**config.mk**
```make
export PLATFORM = sky130hd
export DESIGN_NAME = cli_line_editor_command_match
export DESIGN_NICKNAME = d
export VERILOG_FILES = /design/src/cle_pkg.sv /design/src/cle_match.sv /design/src/cle_line.sv /design/src/cli_line_editor_command_match.sv
export SDC_FILE = /design/constraint.sdc
export NUM_CORES = 1
export LEC_CHECK = 0
export BUFFER_PORTS_ARGS = -buffer_cell sky130_fd_sc_hd__buf_2
export CAP_MARGIN = 0
export CORE_ASPECT_RATIO = 0.8
export CORE_MARGIN = 2
export CORE_UTILIZATION = 45
export CTS_BUF_LIST = sky130_fd_sc_hd__clkbuf_4
export CTS_CLUSTER_DIAMETER = 50
export DETAILED_ROUTE_END_ITERATION = 7
export GPL_ROUTABILITY_DRIVEN = 0
export PLACE_DENSITY = 0.71
export RECOVER_POWER = 50
export SLEW_MARGIN = 20
export SYNTH_ARGS = -nofsm -noshare
export SYNTH_HDL_FRONTEND = slang
export SYNTH_SLANG_ARGS = --single-unit
```
**constraint.sdc**
```tcl
create_clock -name clk_i -period 3 [get_ports clk_i]
set_input_delay 0.6 -clock clk_i [delete_from_list [all_inputs] [get_ports clk_i]]
set_output_delay 0.6 -clock clk_i [all_outputs]
set_load 0.03 [all_outputs]
```
**src/cle_pkg.sv**
```systemverilog
package cle_pkg;

  // default depth of the line store
  localparam int unsigned MAX_LINE_DEF = 32;

  // configuration register
  localparam int unsigned CAP_W = 6;
  localparam logic [CAP_W-1:0] CAP_RESET = 6'd32;

  // special bytes
  localparam logic [7:0] KEY_BACKSPACE = 8'd127;
  localparam logic [7:0] KEY_ENTER     = 8'd13;

  // keyword table, first character at element 0
  localparam int unsigned KW_MAX_LEN = 7;
  localparam int unsigned KW_COUNT   = 4;
  localparam int unsigned KW_LEN_W   = 3;

  typedef logic [KW_MAX_LEN-1:0][7:0] kw_text_t;

  localparam kw_text_t KW_IP      = {8'h00, 8'h00, 8'h00, 8'h00, 8'h00, "p", "i"};
  localparam kw_text_t KW_INFO    = {8'h00, 8'h00, 8'h00, "o", "f", "n", "i"};
  localparam kw_text_t KW_HELP    = {8'h00, 8'h00, 8'h00, "p", "l", "e", "h"};
  localparam kw_text_t KW_MONITOR = {"r", "o", "t", "i", "n", "o", "m"};

  // command codes
  typedef enum logic [2:0] {
    CMD_IP           = 3'd0,
    CMD_INFO         = 3'd1,
    CMD_HELP         = 3'd2,
    CMD_MONITOR      = 3'd3,
    CMD_UNRECOGNIZED = 3'd4
  } cmd_code_e;

  // keyword text by table position
  function automatic kw_text_t kw_text(input logic [1:0] k);
    kw_text_t t;
    case (k)
      2'd0:    t = KW_IP;
      2'd1:    t = KW_INFO;
      2'd2:    t = KW_HELP;
      default: t = KW_MONITOR;
    endcase
    return t;
  endfunction

  // keyword length by table position
  function automatic logic [KW_LEN_W-1:0] kw_len(input logic [1:0] k);
    logic [KW_LEN_W-1:0] l;
    case (k)
      2'd0:    l = 3'd2;
      2'd1:    l = 3'd4;
      2'd2:    l = 3'd4;
      default: l = 3'd7;
    endcase
    return l;
  endfunction

  // keyword code by table position
  function automatic cmd_code_e kw_code(input logic [1:0] k);
    cmd_code_e c;
    case (k)
      2'd0:    c = CMD_IP;
      2'd1:    c = CMD_INFO;
      2'd2:    c = CMD_HELP;
      default: c = CMD_MONITOR;
    endcase
    return c;
  endfunction

  // one result transaction
  typedef struct packed {
    logic       echo_valid;
    logic [7:0] echo_byte;
    logic       command_valid;
    cmd_code_e  command_code;
  } cle_result_t;

endpackage

```
**src/cle_match.sv**
```systemverilog
module cle_match #(
  parameter int unsigned CNT_W = 6
) (
  input  logic [cle_pkg::KW_MAX_LEN-1:0][7:0] head_i,
  input  logic [CNT_W-1:0]                    count_i,
  output cle_pkg::cmd_code_e                  code_o
);

  logic [cle_pkg::KW_COUNT-1:0] hit;

  // per keyword: length equal and every used character equal
  always_comb begin
    cle_pkg::kw_text_t txt;
    logic [cle_pkg::KW_LEN_W-1:0] len;
    for (int k = 0; k < cle_pkg::KW_COUNT; k++) begin
      txt = cle_pkg::kw_text(2'(k));
      len = cle_pkg::kw_len(2'(k));
      hit[k] = (count_i == CNT_W'(len));
      for (int i = 0; i < cle_pkg::KW_MAX_LEN; i++) begin
        if ((i < int'(len)) && (head_i[i] != txt[i])) begin
          hit[k] = 1'b0;
        end
      end
    end
  end

  // first hit wins
  always_comb begin
    code_o = cle_pkg::CMD_UNRECOGNIZED;
    for (int k = cle_pkg::KW_COUNT - 1; k >= 0; k--) begin
      if (hit[k]) begin
        code_o = cle_pkg::kw_code(2'(k));
      end
    end
  end

endmodule

```
**src/cle_line.sv**
```systemverilog
module cle_line #(
  parameter int unsigned MAX_LINE = cle_pkg::MAX_LINE_DEF
) (
  input  logic                     clk_i,
  input  logic                     rst_ni,
  input  logic                     cfg_we_i,
  input  logic [cle_pkg::CAP_W-1:0] cfg_data_i,
  input  logic                     step_i,
  input  logic [7:0]               byte_i,
  output cle_pkg::cle_result_t     result_o
);

  localparam int unsigned CNT_W = $clog2(MAX_LINE + 1);
  localparam int unsigned CMP_W = (CNT_W > cle_pkg::CAP_W) ? CNT_W : cle_pkg::CAP_W;

  logic [cle_pkg::CAP_W-1:0] cap_q;
  logic [CNT_W-1:0]          count_q, count_d;
  logic                      full_q, full_d;
  logic [cle_pkg::KW_MAX_LEN-1:0][7:0] head_q;

  logic [CMP_W-1:0] cap_ext, cap_eff, cnt_ext, cnt_dec, cnt_inc;
  logic             is_bs, is_enter, do_bs, do_append, head_we;
  cle_pkg::cmd_code_e code;

  // capacity register
  always_ff @(posedge clk_i or negedge rst_ni) begin
    if (!rst_ni) begin
      cap_q <= cle_pkg::CAP_RESET;
    end else if (cfg_we_i) begin
      cap_q <= cfg_data_i;
    end
  end

  // effective capacity clamped to 1..MAX_LINE
  always_comb begin
    cap_ext = CMP_W'(cap_q);
    if (cap_ext == '0) begin
      cap_eff = CMP_W'(1);
    end else if (cap_ext > CMP_W'(MAX_LINE)) begin
      cap_eff = CMP_W'(MAX_LINE);
    end else begin
      cap_eff = cap_ext;
    end
  end

  assign cnt_ext  = CMP_W'(count_q);
  assign cnt_dec  = cnt_ext - CMP_W'(1);
  assign cnt_inc  = cnt_ext + CMP_W'(1);
  assign is_bs    = (byte_i == cle_pkg::KEY_BACKSPACE);
  assign is_enter = (byte_i == cle_pkg::KEY_ENTER);
  assign do_bs    = is_bs && (count_q != '0);
  assign do_append = !is_bs && !is_enter && !full_q && (cnt_ext < cap_eff);

  // only the leading characters can ever match a keyword
  assign head_we = do_append && (cnt_ext < CMP_W'(cle_pkg::KW_MAX_LEN));

  cle_match #(
    .CNT_W (CNT_W)
  ) u_match (
    .head_i  (head_q),
    .count_i (count_q),
    .code_o  (code)
  );

  // count and full flag update
  always_comb begin
    count_d = count_q;
    full_d  = full_q;
    if (do_bs) begin
      count_d = CNT_W'(cnt_dec);
      if (cnt_dec < cap_eff) begin
        full_d = 1'b0;
      end
    end else if (is_enter) begin
      count_d = '0;
      full_d  = 1'b0;
    end else if (do_append) begin
      count_d = CNT_W'(cnt_inc);
      if (cnt_inc >= cap_eff) begin
        full_d = 1'b1;
      end
    end
  end

  always_ff @(posedge clk_i or negedge rst_ni) begin
    if (!rst_ni) begin
      count_q <= '0;
      full_q  <= 1'b0;
    end else if (step_i) begin
      count_q <= count_d;
      full_q  <= full_d;
    end
  end

  // leading characters of the line
  always_ff @(posedge clk_i) begin
    if (step_i && head_we) begin
      head_q[count_q[2:0]] <= byte_i;
    end
  end

  // result of this byte
  always_comb begin
    result_o.echo_valid    = do_bs || do_append;
    result_o.echo_byte     = (do_bs || do_append) ? byte_i : 8'd0;
    result_o.command_valid = is_enter;
    result_o.command_code  = is_enter ? code : cle_pkg::CMD_IP;
  end

endmodule

```
**src/cli_line_editor_command_match.sv**
```systemverilog
// Line editor for a serial console with keyword matching.
// Input channel: one received byte per transaction (in_valid_i / in_stall_o).
// Output channel: exactly one result transaction per input byte
// (out_valid_o / out_stall_i): echo flag and byte, command flag and code.
// Backspace (127) removes the last character and echoes it when the line is
// not empty; enter (13) reports ip, info, help, monitor or unrecognized and
// clears the line; other bytes are appended and echoed until the line is full.
// Configuration: cfg_valid_i / cfg_ready_o writes line_capacity; ready is
// always high, writes are expected only while the block is idle.
// Each byte passes through the input register, then the result register.
// Throughput: one byte per cycle while the output is not stalled, with the
// character count updated as each byte steps.
// Reset: empty line, capacity 32, both pipeline registers empty.
// A stall at the output holds the result; the input register still takes one
// more byte, after which in_stall_o follows out_stall_i.
module cli_line_editor_command_match #(
  parameter int unsigned MAX_LINE = cle_pkg::MAX_LINE_DEF
) (
  input  logic                      clk_i,
  input  logic                      rst_ni,
  input  logic                      cfg_valid_i,
  output logic                      cfg_ready_o,
  input  logic [cle_pkg::CAP_W-1:0] cfg_data_i,
  input  logic                      in_valid_i,
  output logic                      in_stall_o,
  input  logic [7:0]                rx_byte_i,
  output logic                      out_valid_o,
  input  logic                      out_stall_i,
  output logic                      echo_valid_o,
  output logic [7:0]                echo_byte_o,
  output logic                      command_valid_o,
  output logic [2:0]                command_code_o
);

  logic                 in_valid_q;
  logic [7:0]           byte_q;
  logic                 adv, in_take;
  cle_pkg::cle_result_t result, result_q;
  logic                 out_valid_q;

  assign cfg_ready_o = 1'b1;

  // pipeline moves when the result register is free or being emptied
  assign adv        = !out_valid_q || !out_stall_i;
  assign in_stall_o = in_valid_q && !adv;
  assign in_take    = in_valid_i && !in_stall_o;

  // input register
  always_ff @(posedge clk_i or negedge rst_ni) begin
    if (!rst_ni) begin
      in_valid_q <= 1'b0;
    end else if (!in_valid_q || adv) begin
      in_valid_q <= in_valid_i;
    end
  end

  always_ff @(posedge clk_i) begin
    if (in_take) begin
      byte_q <= rx_byte_i;
    end
  end

  cle_line #(
    .MAX_LINE (MAX_LINE)
  ) u_line (
    .clk_i      (clk_i),
    .rst_ni     (rst_ni),
    .cfg_we_i   (cfg_valid_i && cfg_ready_o),
    .cfg_data_i (cfg_data_i),
    .step_i     (in_valid_q && adv),
    .byte_i     (byte_q),
    .result_o   (result)
  );

  // result register
  always_ff @(posedge clk_i or negedge rst_ni) begin
    if (!rst_ni) begin
      out_valid_q <= 1'b0;
    end else if (adv) begin
      out_valid_q <= in_valid_q;
    end
  end

  always_ff @(posedge clk_i) begin
    if (adv && in_valid_q) begin
      result_q <= result;
    end
  end

  assign out_valid_o     = out_valid_q;
  assign echo_valid_o    = result_q.echo_valid;
  assign echo_byte_o     = result_q.echo_byte;
  assign command_valid_o = result_q.command_valid;
  assign command_code_o  = result_q.command_code;

endmodule

```
==> qor.json, run 1 <==
{
  "route": {
    "wire_per_inst_um": 17.45,
    "detail_route.drc_violations": 0,
    "antenna_violating_nets_post_route": 0,
    "drt-total-wl_mm": 8.148,
    "drt_iter0_drc": 197,
    "routed-via-count": 2631,
    "post_drt_via_cell_ratio": 5.634,
    "drt_first_pass_iters": 5
  },
  "timing": {
    "timing.max_slew.rel_slack_pct": 31.45,
    "worst-slew-pin-transition_ns": 1.028,
    "setup_violations": 0,
    "grt_setup_unrepaired": "no",
    "achievable-frequency_mhz": 364.4,
    "final_min_period_over_clock_period_pct": 91.47,
    "clock-skew-final_ns": 0.01836,
    "final.min_clock_period_ns": 2.744,
    "slew_viol_final": 0,
    "finalHoldViolCount": 0
  },
  "synthesis": {
    "synth.distinct_cells": 58,
    "synth_sequential_area_ratio_pct": 65.00,
    "synth_enable_flop_cells": 77,
    "synthesis.area_um2": 4136,
    "synthTopCellsByArea": "edfxtp_1 (56%), dfrtp_1 (8.5%), ha_1 (6.4%)",
    "mappedNetlistNets": 333,
    "synth_warnings": 0,
    "postSynthRegisterBits": 92,
    "ys.flop_type": "edfxtp_1",
    "synth_area_leader_cell": "edfxtp_1",
    "netlist.area_leader.share_pct": 55.90,
    "syn-mean-instance-area_um2": 14.12,
    "synthCells": 293,
    "synth-async-reset-ratio_pct": 16.30
  },
  "floorplanning": {
    "num_io_pins": 35,
    "core_area_um2": 8999,
    "die-area_um2": 9980,
    "die_height_um": 89.76,
    "start_util_pct": 45.97,
    "die_x_um": 111.2,
    "floorplan.rows": 31
  },
  "critical_path": {
    "crit_buf_inv": 2,
    "req_time_crit_path_ns": 3.14,
    "cp_cell_sequence": "nor4_1 -> nor2_1 -> nor2_1 -> ha_1 -> nand2b_1 -> a21oi_1 -> nor4_4 -> buf_4 -> nand4_1 -> nor3_1 -> buf_4",
    "worstPathArrival_ns": 2.89,
    "cpMaxStageDelayCell": "dfrtp_1",
    "timing.critical_path.fanout_max": 8,
    "setup.worst_path.end_class": "flop",
    "cp-start-kind": "flop",
    "crit_family": "simple AND/OR/NAND/NOR gates",
    "path_type_of_the_worst_setup_path": "flop to flop",
    "crit_path_max_incr_delay_ns": 0.42
  },
  "power": {
    "worst_ir_drop_on_vdd_mv": 0.2744,
    "internal_power_mw": 2.012,
    "power.share.combinational_pct": 31.4,
    "power_switching_share_pct": 33.78,
    "static-leakage-power_nw": 1.682,
    "p_clk_share_pct": 17.8,
    "totalPowerFinal_mw": 3.038,
    "total_switching_power_mw": 1.026,
    "sequential_share_of_power_pct": 50.7,
    "power-per-cell-area_nw_per_um2": 656.9
  },
  "place": {
    "place_hpwl_mm": 5.829,
    "placement.io_buffers": 33,
    "place_area_um2": 4529
  },
  "final_layout": {
    "final_layout_size_suffix_gt1_share_pct": 22.73,
    "layout_common_cells": "edfxtp_1 (77), buf_2 (32), ha_1 (21), nand2_1 (18), nor2_1 (16)",
    "mostFrequentLayoutCell": "edfxtp_1",
    "final_core_util_pct": 51.39,
    "nets": 388,
    "ff_latch_area_um2": 2689,
    "insertedDiodeCount": 0,
    "synthToLayoutAreaGrowth_pct": 11.80,
    "design_area_um2": 4624,
    "multiInputGateArea_um2": 1339,
    "fillerInstances": 781
  },
  "outcome": {
    "run_status": "finished clean"
  },
  "clocking": {
    "clock_tree.root_cell": "clkbuf_4",
    "worst_setup_hold_path_clk_slew_ns": 0.13,
    "worst_skew_pair.late_latency_ns": 0.43,
    "numClockSinks": 92,
    "clock_tree_from_tritoncts": "done",
    "clk_path_buf_depth": 2,
    "ctsHoldBuffers": 0,
    "htree_num_levels": 3,
    "cts_inserted_buffers": 9
  },
  "global_routing": {
    "globalRoute.totalOverflow": 0,
    "grt_max_degree": 20,
    "first_global_vias": 2553,
    "met1_usage_pct": 24.51,
    "grt_first_pass_wirelength_mm": 13.03,
    "globalRouteMet2Util_pct": 25.30,
    "grt.total_usage_pct": 16.96,
    "grt.met3_usage_pct": 4.788,
    "global_route.peak_usage_layer": "met2",
    "grt_antenna_before_repair": 0
  },
  "min_path": {
    "timing.hold.worst.class": "primary input to async pin"
  },
  "run": {
    "timing.max_cap.violations": 0
  }
}
-- cell type report --
| type | instances | share of cell area (%) |
|---|---|---|
| clock buffers | 9 | 1.461 |
| clock inverters | 6 | 0.7035 |
| inverters | 12 | 1.245 |
| multi-input cells | 179 | 28.95 |
| flip-flops and latches | 92 | 58.14 |
| well taps | 115 | 3.111 |
| repair buffers | 54 | 6.385 |
-- Yosys cell counts, types with 2 or more instances --
cell type / number
a21oi_1: 6
nor2_1: 16
nor3_1: 10
nand2_1: 18
nor2b_1: 2
a311o_1: 2
nand2b_1: 6
o21ai_0: 4
nand3_1: 6
nand4_1: 12
nor4_1: 8
nor4b_1: 3
a21o_1: 2
dfrtp_1: 14
clkbuf_1: 5
xnor2_1: 5
mux2_2: 6
or3_1: 2
nand4bb_1: 2
xor2_1: 3
o22ai_1: 2
and2_2: 7
inv_1: 10
nor3b_1: 3
or4bb_1: 2
nand4b_1: 5
a31oi_1: 2
ha_1: 21
o211ai_1: 2
buf_2: 2
edfxtp_1: 77
and2_1: 2
-- power groups by stage --
stage | Sequential, mW | Combinational, mW | Clock (mW)
6_report | 1.54 | 0.955 | 0.541
5_1_grt | 1.55 | 1.07 | 0.617
4_1_cts | 1.54 | 0.937 | 0.566
3_5_place_dp | 1.57 | 0.934 | 0
3_3_place_gp | 1.57 | 0.909 | 0
2_1_floorplan | 1.59 | 0.635 | 0
-- worst paths after layout --
kind | to | startpoint | slack (ns) | depth (start not counted)
min | u_line.cap_ext[2]$_DFFE_PN0P_ | rst_ni | 0.23 | 1
max | u_line.head_q[51]$_DFFE_PP_ | u_line.cap_ext[2]$_DFFE_PN0P_ | 0.26 | 11
min in group clk_i | byte_q[2]$_DFFE_PP_ | rx_byte_i[2] | 0.33 | 1
max reg2reg | u_line.head_q[51]$_DFFE_PP_ | u_line.cap_ext[2]$_DFFE_PN0P_ | 0.26 | 11
max in group asynchronous | u_line.cnt_ext[1]$_DFFE_PN0P_ | rst_ni | 2.24 | 1
min reg2reg | u_line.cap_ext[0]$_DFFE_PN0P_ | u_line.cap_ext[0]$_DFFE_PN0P_ | 0.54 | 1
-- flip-flops by register name (all words and copies together), names as in the netlist, 3 cells and up --
register        count
command_code_o      3
u_line.cap_ext      6
byte_q              8
echo_byte_o         8
u_line.head_q      56
u_line.cnt_ext      6
-- logic make-up (layout without fill, tap and decap cells) --
family | after synthesis | in the layout | share of synthesized area, %
other cells | 1 | 1 | 0.09066
simple gates | 111 | 111 | 16.21
fa+ha+maj | 21 | 21 | 6.352
mux | 7 | 7 | 1.905
flops | 92 | 92 | 65.00
xor+xnor | 8 | 8 | 1.694
buf+inv | 22 | 81 | 2.632
compound gates | 31 | 31 | 6.110
-- through the flow --
step	worst slack, ns	hold WS, ns	cells	TNS [ns]
after floorplan	-0.1796	0.3044	293	-2.874
after global placement	0.2044	0.4713	449	0
after detailed placement	0.08870	0.4887	449	0
after CTS	0.06043	0.02646	464	0
after global routing	0.07336	0.2623	467	0
final	0.2560	0.2301	467	0
-- layer usage --
layer	up-vias	wire, um
met2	120	3563
met4	0	87
met1	1266	3886
li1	1235	-
met5	-	0
met3	10	610
-- what timing repair did --
action	CTS	global route
endpoints found under the hold margin	0	0
endpoints found under the setup margin	0	23
gates resized for setup	0	0
setup buffers	0	3
Note: power is estimated with default switching activity, not from simulation.
==> run 2: changes to the inputs <==
GPL_ROUTABILITY_DRIVEN = 1   (was 0)
clock period = 2.4 ns   (was 3 ns; I/O delays follow)
==> run 2 against run 1 <==
Total power is 45% higher. Worst setup slack worse by 0.43 ns. Global-route usage is 1.5 points higher. Clock power is 79% higher. Clock skew is 0.0085 ns higher. Combinational power is 56% higher. Final cell count is 6.6% higher. Wire length is 10% higher. Sequential cell count stayed put. Non-clock buffer count is 30 higher. The run now ends with negative setup slack left. Critical endpoint is now u_line.head_q[32]$_DFFE_PP_. Sequential power is 25% higher. Hold slack worse by 0.022 ns.
==> qor.json, run 2 (synthesis gave the netlist of run 1 again) <==
{
  "route": {
    "antenna_violating_nets_post_route": {"value": 0, "change": "unchanged"},
    "detail_route.drc_violations": {"value": 0, "change": "unchanged"},
    "wire_per_inst": {"value": 18.03, "unit": "um", "change": "+3.4%"},
    "drt-total-wl": {"value": 8.981, "unit": "mm", "change": "+10%"},
    "post_drt_via_cell_ratio": {"value": 5.504, "change": "-2.3%"},
    "drt_first_pass_iters": {"value": 5, "change": "unchanged"},
    "routed-via-count": {"value": 2741, "change": "+4.2%"},
    "drt_iter0_drc": {"value": 214, "change": "+8.6%"}
  },
  "final_layout": {
    "largest_register_ffs": {"value": 56, "change": "unchanged"},
    "final_layout_size_suffix_gt1_share": {"value": 34.46, "unit": "%", "change": "+12 points"},
    "final_core_util": {"value": 57.31, "unit": "%", "change": "+5.9 points"},
    "nets": {"value": 418, "change": "+7.7%"},
    "fillerInstances": {"value": 732, "change": "-6.3%"},
    "multiInputGateArea": {"value": 1499, "unit": "um2", "change": "+12%"},
    "insertedDiodeCount": {"value": 0, "change": "unchanged"},
    "ff_latch_area": {"value": 2689, "unit": "um2", "change": "unchanged"},
    "mostFrequentLayoutCell": "edfxtp_1",
    "synthToLayoutAreaGrowth_pct": 24.68,
    "layout_common_cells": "edfxtp_1 (77), buf_4 (35), buf_2 (32), ha_1 (19), nand2_1 (18)"
  },
  "global_routing": {
    "grt_max_degree": {"value": 19, "change": "-5.0%"},
    "grt_antenna_before_repair": {"value": 0, "change": "unchanged"},
    "grt.total_usage": {"value": 18.46, "unit": "%", "change": "+1.5 points"},
    "first_global_vias": {"value": 2726, "change": "+6.8%"},
    "grt_first_pass_wirelength": {"value": 14.06, "unit": "mm", "change": "+7.9%"},
    "globalRoute.totalOverflow": {"value": 0, "change": "unchanged"}
  },
  "place": {
    "gp_congestion": 0.8593,
    "place_hpwl": {"value": 6.497, "unit": "mm", "change": "+11%"},
    "placement.io_buffers": {"value": 33, "change": "unchanged"}
  },
  "power": {
    "power.share.combinational": {"value": 34.0, "unit": "%", "change": "+2.6 points"},
    "worst_ir_drop_on_vdd": {"value": 0.4174, "unit": "mV", "change": "+52%"},
    "power_switching_share": {"value": 33.36, "unit": "%", "change": "-0.42 points"},
    "internal_power": {"value": 2.929, "unit": "mW", "change": "+46%"},
    "sequential_share_of_power": {"value": 44.0, "unit": "%", "change": "-6.7 points"},
    "total_switching_power": {"value": 1.466, "unit": "mW", "change": "+43%"},
    "p_clk_share": {"value": 22.0, "unit": "%", "change": "+4.2 points"},
    "static-leakage-power": {"value": 1.910, "unit": "nW", "change": "+14%"},
    "power-per-cell-area": {"value": 852.1, "unit": "nW/um2", "change": "+30%"}
  },
  "critical_path": {
    "timing.critical_path.fanout_max": {"value": 8, "change": "unchanged"},
    "crit_buf_inv": {"value": 4, "change": "+2"},
    "req_time_crit_path": {"value": 2.55, "unit": "ns", "change": "-0.59 ns"},
    "setup.worst_path.end_class": "flop",
    "cp_cell_sequence": "inv_4 -> ha_4 -> a211o_1 -> nor4_4 -> buf_4 -> nand3_4 -> buf_4 -> nor4_4 -> buf_6",
    "worstPathArrival": {"value": 2.72, "unit": "ns", "change": "-0.17 ns"},
    "path_type_of_the_worst_setup_path": "flop to flop",
    "cpMaxStageDelayCell": "dfstp_2",
    "crit_startpoint": "u_line.cap_ext[5]$_DFFE_PN1P_",
    "crit_family": "buffers and inverters",
    "rr_startpoint": "u_line.cap_ext[5]$_DFFE_PN1P_",
    "crit_path_max_incr_delay": {"value": 0.58, "unit": "ns", "change": "+0.16 ns"},
    "cp-start-kind": "flop"
  },
  "timing": {
    "slew_viol_final": {"value": 0, "change": "unchanged"},
    "setup-tns-final": {"value": -5.338, "unit": "ns", "change": "-5.338 ns"},
    "timing.max_slew.rel_slack": {"value": 43.51, "unit": "%", "change": "+12 points"},
    "worst-slew-pin-transition": {"value": 0.8474, "unit": "ns", "change": "-0.1808 ns"},
    "final.min_clock_period": {"value": 2.570, "unit": "ns", "change": "-0.1743 ns"},
    "grt_setup_unrepaired": "yes",
    "achievable-frequency": {"value": 389.1, "unit": "MHz", "change": "+6.8%"},
    "clock-skew-final": {"value": 0.02687, "unit": "ns", "change": "+0.008511 ns"},
    "timing.final.ws_setup": {"value": -0.1697, "unit": "ns", "change": "-0.4257 ns"},
    "final_min_period_over_clock_period": {"value": 107.1, "unit": "%", "change": "+16 points"},
    "finalHoldViolCount": {"value": 0, "change": "unchanged"},
    "setup_violations": {"value": 50, "change": "+50"}
  },
  "outcome": {
    "failed_checks": "negative setup slack",
    "run_status": "finished, violations left"
  },
  "run": {
    "timing.max_cap.violations": {"value": 0, "change": "unchanged"}
  },
  "min_path": {
    "holdCritStartpoint": "rx_byte_i[4]",
    "timing.hold.worst.class": "primary input to flop"
  },
  "clocking": {
    "worst_setup_hold_path_clk_slew": {"value": 0.14, "unit": "ns", "change": "about the same"},
    "clock_tree_from_tritoncts": "done",
    "worst_skew_pair.late_latency": {"value": 0.45, "unit": "ns", "change": "+0.02 ns"},
    "clock_tree.root_cell": "clkbuf_4",
    "htree_num_levels": {"value": 3, "change": "unchanged"},
    "clk_path_buf_depth": {"value": 2, "change": "unchanged"},
    "numClockSinks": {"value": 92, "change": "unchanged"},
    "cts_inserted_buffers": {"value": 9, "change": "unchanged"}
  },
  "floorplanning": {
    "start_util": {"value": 45.97, "unit": "%", "change": "unchanged"},
    "core_area": {"value": 8999, "unit": "um2", "change": "unchanged"},
    "die-area": {"value": 9980, "unit": "um2", "change": "unchanged"},
    "num_io_pins": {"value": 35, "change": "unchanged"},
    "die_x": {"value": 111.2, "unit": "um", "change": "unchanged"},
    "floorplan.rows": {"value": 31, "change": "unchanged"},
    "die_height": {"value": 89.76, "unit": "um", "change": "unchanged"}
  }
}
## run 2: changes by cell type in the layout (fill, tap and decap cells not counted), sizes merged
| cell | delta |
|---|---|
| bufinv | +2 |
| inv | +2 |
| clkinv | -4 |
| buf | +29 |
| clkbuf | +1 |
| dlygate4sd3 | +1 |
## run 2: repair_timing
action / CTS / global route
setup endpoints to repair: 54 / 65
resized for setup: 4 / 11
buffers inserted: 1 / 7
pin swaps: 2 / 8
hold buffers: 1 / 0
hold endpoints to repair: 14 / 0
## run 2: stage by stage
step	hold WS [ns]	worst slack (ns)	cell area [um2]	cells	power [mW]
after floorplan	0.1844	-0.2541	4228	293	2.853
after global placement	0.4098	-0.01577	4857	474	3.279
after detailed placement	0.4085	-0.1214	4857	474	3.340
after CTS	0.1858	-0.1098	5060	492	4.310
after global routing	0.1814	-0.2687	5157	498	4.642
final	0.2085	-0.1697	5157	498	4.395
## run 2: final cells by class
class,count,share of cell area [%]
Multi-Input combinational cell,179,29.06
Inverter,12,1.164
Clock inverter,6,1.820
Clock buffer,10,1.456
Sequential cell,92,52.13
Tap cell,115,2.790
Timing Repair Buffer,84,11.57
## run 2: path summary, 6_finish.rpt
check / to / slack, ns / depth (start not counted)
setup / recovery: u_line.head_q[32]$_DFFE_PP_ / -0.17 / 9
hold / removal: byte_q[4]$_DFFE_PP_ / 0.21 / 1
setup reg to reg: u_line.head_q[32]$_DFFE_PP_ / -0.17 / 9
hold reg to reg: out_valid_o$_DFFE_PN0P_ / 0.52 / 1
max in group asynchronous: u_line.cap_ext[1]$_DFFE_PN0P_ / 1.21 / 2
min in group asynchronous: u_line.cap_ext[0]$_DFFE_PN0P_ / 0.66 / 2
## run 2: layer usage
layer | up-vias | global-route usage [%] | routed length (um)
met3 | 16 | 4.450 | 577
met1 | 1336 | 26.58 | 4077
met2 | 98 | 28.05 | 4178
li1 | 1291 | - | -
met4 | 0 | 5.658 | 146
met5 | - | 0 | 0
## run 2: power groups by stage
stage | logic [mW] | registers, mW | clock network, mW
after detailed placement | 1.39 | 1.95 | 0
final | 1.49 | 1.93 | 0.967
after CTS | 1.40 | 1.92 | 0.990
after global placement | 1.32 | 1.96 | 0
after floorplan | 0.862 | 1.99 | 0
after global routing | 1.65 | 1.94 | 1.05
